[src/assert_macros.svh]
// Assertion helpers shared by the RTL.
`ifndef ASSERT_MACROS_SVH
`define ASSERT_MACROS_SVH

// Clocked property check that is held off while reset is active.
`define PLI_ASSERT(label, prop, msg) \
    label: assert property (@(posedge i_clk) disable iff (!i_rst_n) (prop)) \
        else $error(msg);

// Clocked property check that is also evaluated during reset.
`define PLI_ASSERT_ALWAYS(label, prop, msg) \
    label: assert property (@(posedge i_clk) (prop)) else $error(msg);

`endif

[src/pli_pkg.sv]
package pli_pkg;

    // Operation codes carried in the kind field.
    localparam logic [1:0] KIND_INSERT = 2'd0;
    localparam logic [1:0] KIND_DELETE = 2'd1;
    localparam logic [1:0] KIND_LOCATE = 2'd2;

    // Result status codes.
    localparam logic [1:0] STATUS_DONE  = 2'd0;
    localparam logic [1:0] STATUS_RANGE = 2'd1;
    localparam logic [1:0] STATUS_FULL  = 2'd2;

    // Widths wide enough for any supported capacity (up to 4096 entries).
    localparam int PLI_CNTW = 13;

    // Cells are reduced in groups of eight.
    localparam int GSIZE = 8;
    localparam int GIDXW = 3;

    typedef struct packed {
        logic [1:0]         kind;
        logic [6:0]         position;
        logic signed [31:0] value;
    } t_in_item;

    typedef struct packed {
        logic [1:0]         status;
        logic signed [31:0] removed_value;
        logic [6:0]         found_position;
        logic [6:0]         current_length;
    } t_out_item;

    typedef enum logic [1:0] {
        OP_HOLD   = 2'd0,
        OP_INSERT = 2'd1,
        OP_DELETE = 2'd2
    } t_cell_op;

    // Command broadcast to every cell of the chain.
    typedef struct packed {
        t_cell_op              op;
        logic [PLI_CNTW-1:0]   idx;   // zero-based target position
        logic [PLI_CNTW-1:0]   cnt;   // list length before the operation
    } t_cell_cmd;

endpackage

[src/pli_group.sv]
module pli_group #(
    parameter int EW = 32
) (
    input  logic                      i_clk,
    input  logic                      i_load,
    input  logic [pli_pkg::GSIZE-1:0] i_hit,
    input  logic [pli_pkg::GSIZE-1:0] i_sel,
    input  logic [EW-1:0]             i_data [pli_pkg::GSIZE],
    output logic                      o_hit,
    output logic [pli_pkg::GIDXW-1:0] o_idx,
    output logic [EW-1:0]             o_data
);
    import pli_pkg::*;

    logic              r_hit;
    logic [GIDXW-1:0]  r_idx;
    logic [EW-1:0]     r_data;
    logic              n_hit;
    logic [GIDXW-1:0]  n_idx;
    logic [EW-1:0]     n_data;

    // First matching cell of the group, and the data of the selected cell.
    always_comb begin
        n_hit  = 1'b0;
        n_idx  = '0;
        n_data = '0;
        for (int k = GSIZE - 1; k >= 0; k--) begin
            if (i_hit[k]) begin
                n_hit = 1'b1;
                n_idx = GIDXW'(k);
            end
            n_data = n_data | (i_data[k] & {EW{i_sel[k]}});
        end
    end

    // The partial result is captured once per item and held until read.
    always_ff @(posedge i_clk) begin
        if (i_load) begin
            r_hit  <= n_hit;
            r_idx  <= n_idx;
            r_data <= n_data;
        end
    end

    assign o_hit  = r_hit;
    assign o_idx  = r_idx;
    assign o_data = r_data;

endmodule

[config.mk]
export PLATFORM = sky130hd
export DESIGN_NAME = pli_group
export DESIGN_NICKNAME = d
export VERILOG_FILES = /design/src/assert_macros.svh /design/src/pli_pkg.sv /design/src/pli_group.sv
export SDC_FILE = /design/constraint.sdc
export NUM_CORES = 1
export LEC_CHECK = 0
export ABC_AREA = 0
export BUFFER_PORTS_ARGS = -buffer_cell sky130_fd_sc_hd__buf_2
export CAP_MARGIN = 0
export CORE_AREA = 2 2 120 122
export CTS_CLUSTER_SIZE = 8
export DETAILED_ROUTE_END_ITERATION = 12
export DIE_AREA = 0 0 122 124
export PLACE_DENSITY = 0.47
export SETUP_SLACK_MARGIN = 0.1
export SKIP_LAST_GASP = 1
export SLEW_MARGIN = 20
export SYNTH_ARGS = -nofsm -noshare
export SYNTH_HDL_FRONTEND = slang
export SYNTH_SLANG_ARGS = --single-unit
export TNS_END_PERCENT = 1
[constraint.sdc]
create_clock -name i_clk -period 1.4 [get_ports i_clk]
set_clock_uncertainty 0.15 [all_clocks]
set_input_delay 0.28 -clock i_clk [delete_from_list [all_inputs] [get_ports i_clk]]
set_output_delay 0.28 -clock i_clk [all_outputs]
set_load 0.005 [all_outputs]
# == Word level (Yosys, flattened, before mapping) ==
# Index checks and enable logic that the tools add are counted.
# word_totals
mem_count,0
elab_cells,31
regBits,36
input_bits,274
ram_bits,0
out_inout_bits,36
latchBits,0
mem_bits_ro,0
# classes
eq_ne,0
n_lt_le_gt_ge,0
bitwise,15
reduce_logical,3
addsub,0
muxes,8
n_shift,0
n_mul,0
div,0
# ops
cell,n
32-bit bitwise AND,8
32-bit bitwise OR,7
3-bit two-way mux,4
7-bit OR reduction,1
2-bit two-way mux,2
4-bit OR reduction,1
1-bit two-way mux,2
2-bit OR reduction,1

# == Logic depth before layout (Yosys ltp) ==
# logic_depth
ltp_word,8
mapped_depth,3
mapped_depth_nobuf,3

# == Worst setup path before layout ==
# Ideal clock, no wire load.
# synth_path
path_kind,in2reg
startpoint,input i_sel[4] (netlist name)
endpoint,"register r_data[12] (netlist: o_data[12]), data pin"
slack_ns,0.301
t_required_ns,0.982
cell_stages,3
setup_time_ns,0.268
arrival_time_ns,0.680
n_path_buf,1
path_cell_list,buf_2 a22oi_1 nand4_1
# synth_via
elab_chain_cells,6
# synth_lines
element,line,source
from (decl),pli_group.sv:7,"input logic [pli_pkg::GSIZE-1:0] i_sel,"
32-bit bitwise AND,pli_group.sv:32,n_data = n_data | (i_data[k] & {EW{i_sel[k]}});
32-bit bitwise OR (5 in series),pli_group.sv:32,
via n_data[12],pli_group.sv:20,logic [EW-1:0] n_data;
to (signal assigned),pli_group.sv:41,r_data <= n_data;
to (decl),pli_group.sv:17,logic [EW-1:0] r_data;
# The timed path passes the listed nets, and every way through them passes these cells.
# A chain may end at the register's enable or synchronous reset.

# == Final worst setup path ==
# layout_path
startpoint,register r_data[0] (netlist: o_data[0])
endpoint,output o_data[0]
# layout_lines
element,line,source
to (decl),pli_group.sv:11,output logic [EW-1:0] o_data
# No word-level cell between the ends.

==> results.sh <==
export IMPL_outcome="completed"
export IMPL_final_cell_mix="buf_2, a22oi_1, edfxtp_1, nand4_1, buf_12"
export IMPL_io_pins=310
export IMPL_p_seq_share_pct=38.1
export IMPL_startpoint_type="flip-flop"
export IMPL_synthesis_nets=508
export IMPL_vdd_ir_drop_max_mv=0.4028
export IMPL_postRouteWirelength_um=13350
export IMPL_clock_path_buffers=2
export IMPL_nets=816
export IMPL_die_w_um=122
export IMPL_ys_seq_elements=36
export IMPL_via_count=3587
export IMPL_synth_top_area_share_pct=43.24
export IMPL_drive_gt1_share_pct=61.33
export IMPL_cts_tree="done"
export IMPL_wire_per_inst_um=18.44
export IMPL_cts_hold_fix_buffers=0
export IMPL_h_tree_depth=2
export IMPL_netlist_area_um2=2500
export IMPL_synth_area_leaders="edfxtp_1, a22oi_1, nand4_1, buf_6, buf_2"
export IMPL_synth_largest_area_cell="edfxtp_1"
export IMPL_max_freq_mhz=773.7
export IMPL_finalCritPeriodShare_pct=92.32
export IMPL_grt_total_usage_pct=16.51
export IMPL_critPathTopFamily="flip-flops"
export IMPL_crit_fanout=1
export IMPL_end_kind="output pin"
export IMPL_cap_violations=0
export IMPL_max_stage_delay_ns=0.43
export IMPL_dr_pass1_iters=4
export IMPL_ys_types=15
export IMPL_p_leak_uw=0.002168
export IMPL_ant_nets=0
export IMPL_cts_sinks=36
export IMPL_hold_depth=3
export IMPL_grt_pass1_vias=3625
export IMPL_cts_buffers=5
export IMPL_rsz0062_at_grt="yes"
export IMPL_path_cells="buf_2"
export IMPL_routabilityCongestion=0.8428
export IMPL_path_buf_inv=1
export IMPL_antenna_found_initial=0
export IMPL_p_comb_share_pct=30.0
export IMPL_seq_area_frac_synth_pct=43.24
export IMPL_syn_inst=234
export IMPL_cts_root_buf="clkbuf_16"
export IMPL_dp_cells=715
export IMPL_final_core_util_pct=33.03
export IMPL_drc=0
export IMPL_power_density_nw_per_um2=755.0
export IMPL_setup_viol_count_final=0
export IMPL_die_area_um2=15130
export IMPL_viasPerCell=4.954
export IMPL_stdcell_count=724
export IMPL_drt_iter0_markers=209
export IMPL_core_area_um2=13720
export IMPL_die_h_um=124
export IMPL_start_util_pct=18.22
export IMPL_synthToLayoutAreaGrowth_pct=81.28
export IMPL_critPathLaunch="o_data[0]$_DFFE_PP_"
export IMPL_p_clk_share_pct=31.8
export IMPL_rows=43
export IMPL_tightest_slew_ns=0.7392
export IMPL_post_cts_setup_buffer_count=0
export IMPL_post_cts_resized=0
export IMPL_timing_hold_violations_final=0
export IMPL_ys_warn_count=0
export IMPL_arrival_ns=0.86
export IMPL_portBuffers=309
export IMPL_cts_clk_slew_worst_paths_ns=0.06
export IMPL_final_common_cell="buf_2"
export IMPL_grt_max_degree=33
export IMPL_layout_min_cycle_time_ns=1.292
export IMPL_hp_start="i_data[176]"
export IMPL_cp_slowest_cell="edfxtp_1"
export IMPL_worstPathRequired_ns=0.97
export IMPL_hp_class="in -> reg"
export IMPL_swShare_pct=27.27
export IMPL_slew_viol_final=0
export IMPL_relSlewSlack_pct=50.72
export IMPL_intPower_uw=2488
export IMPL_dp_hpwl_um=10930
export IMPL_switchingPower_uw=933.1
export IMPL_hold_end="o_data[16]$_DFFE_PP_"
export IMPL_grt_pass1_wl_um=18910
export IMPL_synth_area_per_cell_um2=10.68
export IMPL_overflow=0
export IMPL_path_class="reg -> out"
-- registers in the layout (all words and copies together) (netlist names) --
signal and flops:
o_data 32, o_hit 1, o_idx 3
-- cells by family (layout without fill, tap and decap cells) --
group / Yosys count / count (layout) / share of synthesized area, %
and+or+nand+nor: 40 / 40 / 9.860
AOI/OAI and AO/OA: 133 / 133 / 39.69
other: 0 / 1 / 0
buffers and inverters: 25 / 334 / 7.207
DFF: 36 / 36 / 43.24
-- power by group through the flow --
stage	registers (µW)	logic, µW	clock network, µW
2_1_floorplan	1340	335	0
3_3_place_gp	1330	1030	0
3_5_place_dp	1330	1030	0
4_1_cts	1310	1030	1150
5_1_grt	1310	1120	1180
6_report	1300	1030	1090
-- routing by layer --
metal  global-route usage (%)  vias up  wire length [µm]
met5                        0        -                 0
met4                    4.239        0               145
met3                    4.396       10              1387
met2                    31.56      250              6912
met1                    17.97     1665              4908
li1                         -     1662                 -
-- how the worst max path moves through the flow --
stage	end	slack (ns)	cells after the start
floorplan	o_data[12]$_DFFE_PP_	0.30	3
global placement	o_data[6]$_DFFE_PP_	-0.08	3
detailed placement	o_data[6]$_DFFE_PP_	-0.11	3
CTS	o_data[0]	0.09	1
global route	o_data[0]	0.09	1
finish	o_data[0]	0.11	1
-- through the flow --
stage          total power, µW  area (µm²)  TNS (ns)  hold slack [ns]  setup slack, ns
2_1_floorplan             1675        2500         0           0.2425           0.3012
3_3_place_gp              2353        4390    -1.034           0.4246         -0.08279
3_5_place_dp              2357        4390    -1.737           0.4318          -0.1058
4_1_cts                   3488        4529         0           0.1423          0.08990
5_1_grt                   3610        4529         0           0.1419          0.08608
6_report                  3421        4532         0           0.1505           0.1075
-- cells in the mapped netlist, drive strengths merged --
master	number
a211oi	1
buf	24
nand4	32
inv	1
nor4	2
a21oi	2
edfxtp	36
nor2	3
a22oi	128
nor2b	2
o21ai	1
nand2	1
o41ai	1
-- final cells by class --
type,instances,area (µm²)
timing repair buffer,325,1842
multi-input combinational,173,1239
antenna,1,2.502
clock inverter,3,13.76
clock buffer,5,125.1
inverter,1,3.754
sequential,36,1081
tap,180,225.2
fill,1468,9188
(Power assumes the default switching activity.)
