$ cat src/assert_macros.svh
// Assertion helpers shared by the RTL.
`ifndef ASSERT_MACROS_SVH
`define ASSERT_MACROS_SVH

// Clocked property check that is held off while reset is active.
`define PLI_ASSERT(label, prop, msg) \
    label: assert property (@(posedge i_clk) disable iff (!i_rst_n) (prop)) \
        else $error(msg);

// Clocked property check that is also evaluated during reset.
`define PLI_ASSERT_ALWAYS(label, prop, msg) \
    label: assert property (@(posedge i_clk) (prop)) else $error(msg);

`endif

$ cat src/pli_pkg.sv
package pli_pkg;

    // Operation codes carried in the kind field.
    localparam logic [1:0] KIND_INSERT = 2'd0;
    localparam logic [1:0] KIND_DELETE = 2'd1;
    localparam logic [1:0] KIND_LOCATE = 2'd2;

    // Result status codes.
    localparam logic [1:0] STATUS_DONE  = 2'd0;
    localparam logic [1:0] STATUS_RANGE = 2'd1;
    localparam logic [1:0] STATUS_FULL  = 2'd2;

    // Widths wide enough for any supported capacity (up to 4096 entries).
    localparam int PLI_CNTW = 13;

    // Cells are reduced in groups of eight.
    localparam int GSIZE = 8;
    localparam int GIDXW = 3;

    typedef struct packed {
        logic [1:0]         kind;
        logic [6:0]         position;
        logic signed [31:0] value;
    } t_in_item;

    typedef struct packed {
        logic [1:0]         status;
        logic signed [31:0] removed_value;
        logic [6:0]         found_position;
        logic [6:0]         current_length;
    } t_out_item;

    typedef enum logic [1:0] {
        OP_HOLD   = 2'd0,
        OP_INSERT = 2'd1,
        OP_DELETE = 2'd2
    } t_cell_op;

    // Command broadcast to every cell of the chain.
    typedef struct packed {
        t_cell_op              op;
        logic [PLI_CNTW-1:0]   idx;   // zero-based target position
        logic [PLI_CNTW-1:0]   cnt;   // list length before the operation
    } t_cell_cmd;

endpackage

$ cat src/pli_cell.sv
module pli_cell #(
    parameter int INDEX = 0,
    parameter int EW    = 32
) (
    input  logic               i_clk,
    input  pli_pkg::t_cell_cmd i_cmd,
    input  logic [EW-1:0]      i_prev,
    input  logic [EW-1:0]      i_next,
    input  logic [EW-1:0]      i_val,
    output logic [EW-1:0]      o_data,
    output logic               o_hit,
    output logic               o_sel
);
    import pli_pkg::*;

    localparam logic [PLI_CNTW-1:0] MY_IDX = PLI_CNTW'(INDEX);

    logic [EW-1:0] r_data;
    logic [EW-1:0] n_data;

    // Shift from the lower neighbor on insert, from the upper one on delete.
    always_comb begin
        n_data = r_data;
        case (i_cmd.op)
            OP_INSERT: begin
                if (MY_IDX == i_cmd.idx) begin
                    n_data = i_val;
                end else if (MY_IDX > i_cmd.idx && MY_IDX <= i_cmd.cnt) begin
                    n_data = i_prev;
                end
            end
            OP_DELETE: begin
                if (MY_IDX >= i_cmd.idx && (MY_IDX + PLI_CNTW'(1)) < i_cmd.cnt) begin
                    n_data = i_next;
                end
            end
            default: n_data = r_data;
        endcase
    end

    always_ff @(posedge i_clk) begin
        r_data <= n_data;
    end

    // Local match and select flags for the reduction tree.
    assign o_data = r_data;
    assign o_hit  = (r_data == i_val) && (MY_IDX < i_cmd.cnt);
    assign o_sel  = (MY_IDX == i_cmd.idx);

endmodule

$ cat config.mk
export PLATFORM = sky130hd
export DESIGN_NAME = pli_cell
export DESIGN_NICKNAME = d
export VERILOG_FILES = /design/src/assert_macros.svh /design/src/pli_pkg.sv /design/src/pli_cell.sv
export SDC_FILE = /design/constraint.sdc
export NUM_CORES = 1
export LEC_CHECK = 0
export BUFFER_PORTS_ARGS = -buffer_cell sky130_fd_sc_hd__buf_2
export CAP_MARGIN = 20
export CORE_ASPECT_RATIO = 1.5
export CORE_MARGIN = 2
export CORE_UTILIZATION = 36
export DETAILED_ROUTE_END_ITERATION = 8
export PLACE_DENSITY_LB_ADDON = 0.25
export SYNTH_ARGS = -nofsm -noshare
export SYNTH_HDL_FRONTEND = slang
export SYNTH_SLANG_ARGS = --single-unit
$ cat constraint.sdc
create_clock -name i_clk -period 3.1 [get_ports i_clk]
set_input_delay 0.31 -clock i_clk [delete_from_list [all_inputs] [get_ports i_clk]]
set_output_delay 0.31 -clock i_clk [all_outputs]
set_load 0.005 [all_outputs]
Word level (Yosys, flattened, before mapping)
Cells that the tools add are included.
W data, S select, Z words.
{ "totals": {"regBits": 32, "elab_cells": 21} }
{ "op_classes": {"n_mux": 4, "eq_ne": 5, "n_reduce_logical": 6, "n_lt_le_gt_ge": 5} }
{ "ops": {"columns": ["operator", "n"], "rows": [
  ["$mux W32", 3],
  ["$pmux W32 S2", 1],
  ["$eq A32 B32 Y1", 1],
  ["$lt A1 B13 Y1 const A", 2],
  ["$ge A1 B13 Y1 const A", 1],
  ["$gt A1 B13 Y1 const A", 1],
  ["$le A1 B13 Y1 const A", 1],
  ["$logic_not A13 Y1", 1],
  ["$logic_and A1 B1 Y1", 3],
  ["$ne A3 B3 Y1 const B", 1],
  ["$reduce_and A3 Y1", 1],
  ["$eq A2 B1 Y1 const B", 1],
  ["$eq A2 B2 Y1 const B", 1],
  ["$ne A2 B2 Y1 const B", 1],
  ["$reduce_bool A2 Y1", 1]
]} }

Logic depth before layout (Yosys ltp)
{ "logic_depth": {"ltp_word": 5, "ltp_mapped": 6, "depth_no_buf": 4} }

Worst setup path after synthesis
OpenSTA, ideal clock, no wires.
{ "synth_path": {"kind": "input-to-reg", "from": "input port i_cmd[15] in the netlist's numbering", "to": "register r_data[0] (netlist: o_data[0]) (enable)", "t_arrival_ns": 2.589, "path_stages": 5, "setup_ns": 0.432, "path_buffers": 2, "required_time_ns": 2.668, "path_slack_ns": 0.079, "path_cell_list": "nor4_1 nand4_1 buf_6 buf_8 a21oi_1"} }
{ "synth_between": {"elab_chain_cells": 4, "elab_cells_between_ends": 8, "classes_between": "order compare: 2; eq/ne: 2; reduce/logical: 4"} }
{ "synth_rtl": {"columns": ["item", "line", "text"], "rows": [
  ["start, declared", "pli_cell.sv:6", "input pli_pkg::t_cell_cmd i_cmd,"],
  ["$gt A1 B13 Y1 or $ge A1 B13 Y1 (tied branches)", "pli_cell.sv:28, pli_cell.sv:33", null],
  ["$logic_and A1 B1 Y1, on equally long branches", "pli_cell.sv:28, pli_cell.sv:33", null],
  ["$ne A3 B3 Y1 (no line) or $ne A2 B2 Y1 (tied branches)", null, null],
  ["$reduce_and A3 Y1 (no line) *", null, null],
  ["end signal, assigned", "pli_cell.sv:42", "r_data <= n_data;"],
  ["end, declared", "pli_cell.sv:18", "logic [EW-1:0] r_data;"]
]} }
Every way passes the cells marked *; elsewhere a longest branch is shown, timed or not.
A chain may end at the register's enable or synchronous reset.

Final worst setup path
{ "layout_path": {"from": "register r_data[8] (netlist: o_data[8])", "to": "output port o_hit"} }
{ "layout_between": {"elab_chain_cells": 2} }
{ "layout_rtl": {"columns": ["item", "line", "text"], "rows": [
  ["$eq A32 B32 Y1", "pli_cell.sv:47", "assign o_hit = (r_data == i_val) && (MY_IDX < i_cmd.cnt);"],
  ["$logic_and A1 B1 Y1", "pli_cell.sv:47", null],
  ["end, declared", "pli_cell.sv:11", "output logic o_hit,"]
]} }
Every way passes these cells.

==> flow_summary_export.csv <==
group,metric,value,unit
floorplan,initial_util,37.5,%
pwr,seqPwrFrac,51.1,%
critical_path,cp-start-kind,"flop",
clock_tree,post_cts_resize_count,0,
critical_path,worstSetupEndpointType,"output port",
critical_path,worst_ep_required_time,2.79,ns
routing,via_per_inst,4.75,
timing,final_min_period_over_clock_period,66.2,%
finish,finish.cell_count_without_fillers,425,
critical_path,timing.critical_path.arrival,1.74,ns
timing,slew_headroom,60.0,%
global_routing,groute.usage.overall,17.7,%
global_routing,grt_first_pass_wirelength,8490,um
placement,place_inst,417,
finish,final_layout_size_suffix_gt1_share,47.9,%
pwr,switching_power,0.000218,W
pwr,power.share.clock,31.6,%
hold_path,hp-start,"i_next[3]",
finish,most_frequent_cells_in_the_layout,"sky130_fd_sc_hd__buf_2 (158), sky130_fd_sc_hd__nor2_1 (34)",
clock_tree,clock_sinks,32,
clock_tree,cts-buffers-inserted,5,
logic_synthesis,synth_top_area_cell,"sky130_fd_sc_hd__edfxtp_1",
logic_synthesis,yosys.area.top_type_share,46.3,%
logic_synthesis,yosys_warnings,0,
finish,layout.cells.most_common,"sky130_fd_sc_hd__buf_2",
routing,wirelength,5840,um
logic_synthesis,ys_top_cells_by_area,"sky130_fd_sc_hd__edfxtp_1 (46%), sky130_fd_sc_hd__mux2i_1 (15%), sky130_fd_sc_hd__xor2_1 (14%)",
global_routing,antenna_violations_before_repair,0,
placement,portBuffers,158,
floorplan,dieHeight,97,um
routing,drt_iter0_markers,43,
clock_tree,post_cts_hold_buffer_count,0,
critical_path,crit_type,"flop to output port",
logic_synthesis,syn-mean-instance-area,10.5,sq um
floorplan,io_pins,159,
routing,drt_pass1_iterations,3,
floorplan,rows,33,
timing,grt_setup_unrepaired,"false",
clock_tree,cts_max_level,2,
pwr,leak,1.60,nW
finish,largest_register_ff_count,32,
logic_synthesis,mappedNetlistNets,322,
finish,num-fill-cells,561,
logic_synthesis,synth_cells,197,
placement,postPlaceCellArea,2910,sq um
logic_synthesis,ys_seq_area_share,46.3,%
global_routing,first_global_vias,1874,
finish,count_of_antenna_diodes_in_the_layout,0,
logic_synthesis,synth_area,2080,sq um
clock_tree,cts_buffer_depth,2,
finish,footprint_of_the_multi_input_gates,1040,sq um
timing,setup_violations,0,
timing,max_freq,487,MHz
logic_synthesis,yosys.cell_types.count,16,
logic_synthesis,postSynthRegisterBits,32,
global_routing,remaining_global_route_overflow,0,
pwr,max_rail_drop_vdd,0.233,mV
hold_path,min_to,"o_data[3]",
outcome,outcome,"finished, final reports clean",
critical_path,slowest_delay,0.40,ns
critical_path,critPathTopFamily,"simple AND/OR/NAND/NOR gates",
placement,dpl.hpwl,4730,um
timing,finalHoldViolCount,0,
finish,layout.nets,479,
floorplan,core-area,5530,sq um
finish,layout.cell_area.non_filler,2990,sq um
pwr,switching_share,23.2,%
critical_path,crit_buf_inv,1,
routing,ant_nets,0,
clock_tree,worst_setup_hold_path_clk_slew,0.06,ns
timing,number_of_slew_limit_violations_in_the_final_report,0,
clock_tree,clk_root_buffer_cell,"sky130_fd_sc_hd__clkbuf_8",
routing,detail_route.drc_violations,0,
finish,layout.area.seq,961,sq um
floorplan,fp.dieArea,6400,sq um
critical_path,timing.critical_path.fanout_max,2,
pwr,internal_power,0.000721,W
timing,tns,0,ns
timing,timing.final.crit_period,2.05,ns
finish,area_growth,44.0,%
timing,worst-slew-pin-transition,0.599,ns
routing,vias,2018,
job,maxCapViolCount,0,
routing,avgRoutedWirePerCell,13.7,um
hold_path,min_delay_path_class,"input pin to flop",
global_routing,grt_max_degree,65,
placement,final_gp_congestion,0.771,
hold_path,worst_hold_depth,3,
clock_tree,cts_setup_buffers,0,
floorplan,floorplan.die.width,66,um
pwr,p_comb_share,17.3,%
pwr,totalPowerFinal,0.000939,W
clock_tree,tritoncts,"built",
critical_path,crit_path_cell_trace,"xor2_1, nor4_1, nand4_1, nor3_1, buf_2",
pwr,power_per_cell_area,314,nW/um^2
critical_path,critical_path.slowest_cell,"sky130_fd_sc_hd__edfxtp_1",
==> worst max path at each step <==
stage / start / endpoint / slack, ns / cells after the start
finish: o_data[8] / o_hit / 1.05 / 5
global route: o_data[5] / o_hit / 0.90 / 5
CTS: o_data[3] / o_hit / 0.99 / 5
detailed placement: i_cmd[15] / o_data[20] / 1.04 / 5
global placement: i_cmd[15] / o_data[19] / 1.10 / 5
floorplan: i_cmd[15] / o_data[0] / 0.08 / 5
==> metal layers <==
metal  track usage (%)  wire length (um)  vias to the layer above
li1                  -                 -                     1030
met3              3.26               395                        8
met5                 0                 0                        -
met2              35.5              3420                       83
met4              6.59                98                        0
met1              16.5              1920                      897
==> layout make-up <==
class | count | area share [%]
tap | 70 | 2.93
timing repair buffer | 161 | 27.2
sequential | 32 | 32.1
inverter | 1 | 0.126
clock inverter | 3 | 0.460
multi-input combinational | 153 | 34.8
clock buffer | 5 | 2.30
==> power groups by stage <==
stage                     Sequential (W)  Clock [W]  Combinational, W
after floorplan                 0.000489          0         0.0000639
after global placement          0.000489          0          0.000161
after detailed placement        0.000489          0          0.000164
after CTS                       0.000480   0.000308          0.000165
after global routing            0.000479   0.000323          0.000182
final                           0.000480   0.000297          0.000162
==> worst min-delay path, delay by kind of cell <==
family                 cells  cell delay (ns)
buffers and inverters      1             0.07
AO/OA/AOI/OAI              1             0.10
AND/OR/NAND/NOR            1             0.03
==> cells by family after synthesis <==
| family | synth area share (%) |
|---|---|
| AO/OA/AOI/OAI | 7.96 |
| multiplexers | 15.4 |
| AND/OR/NAND/NOR | 12.6 |
| flip-flops | 46.3 |
| buffers and inverters | 4.22 |
| XOR/XNOR | 13.5 |
==> through the flow <==
step           hold slack [ns]  setup slack (ns)  utilization (%)
6_report                 0.354              1.05             54.0
5_1_grt                  0.360             0.900             54.0
4_1_cts                  0.345             0.986             54.0
3_5_place_dp             0.640              1.04             52.5
3_3_place_gp             0.635              1.10             52.5
2_1_floorplan            0.540            0.0794                -
==> synthesized netlist by cell type, drive strengths merged <==
| master | instances |
|---|---|
| a21oi | 33 |
| buf | 6 |
| clkbuf | 5 |
| edfxtp | 32 |
| inv | 1 |
| mux2i | 32 |
| nand2b | 3 |
| nand3 | 1 |
| nand4 | 3 |
| nor2 | 34 |
| nor3 | 2 |
| nor4 | 13 |
| xor2 | 32 |
(Power assumes the default switching activity.)
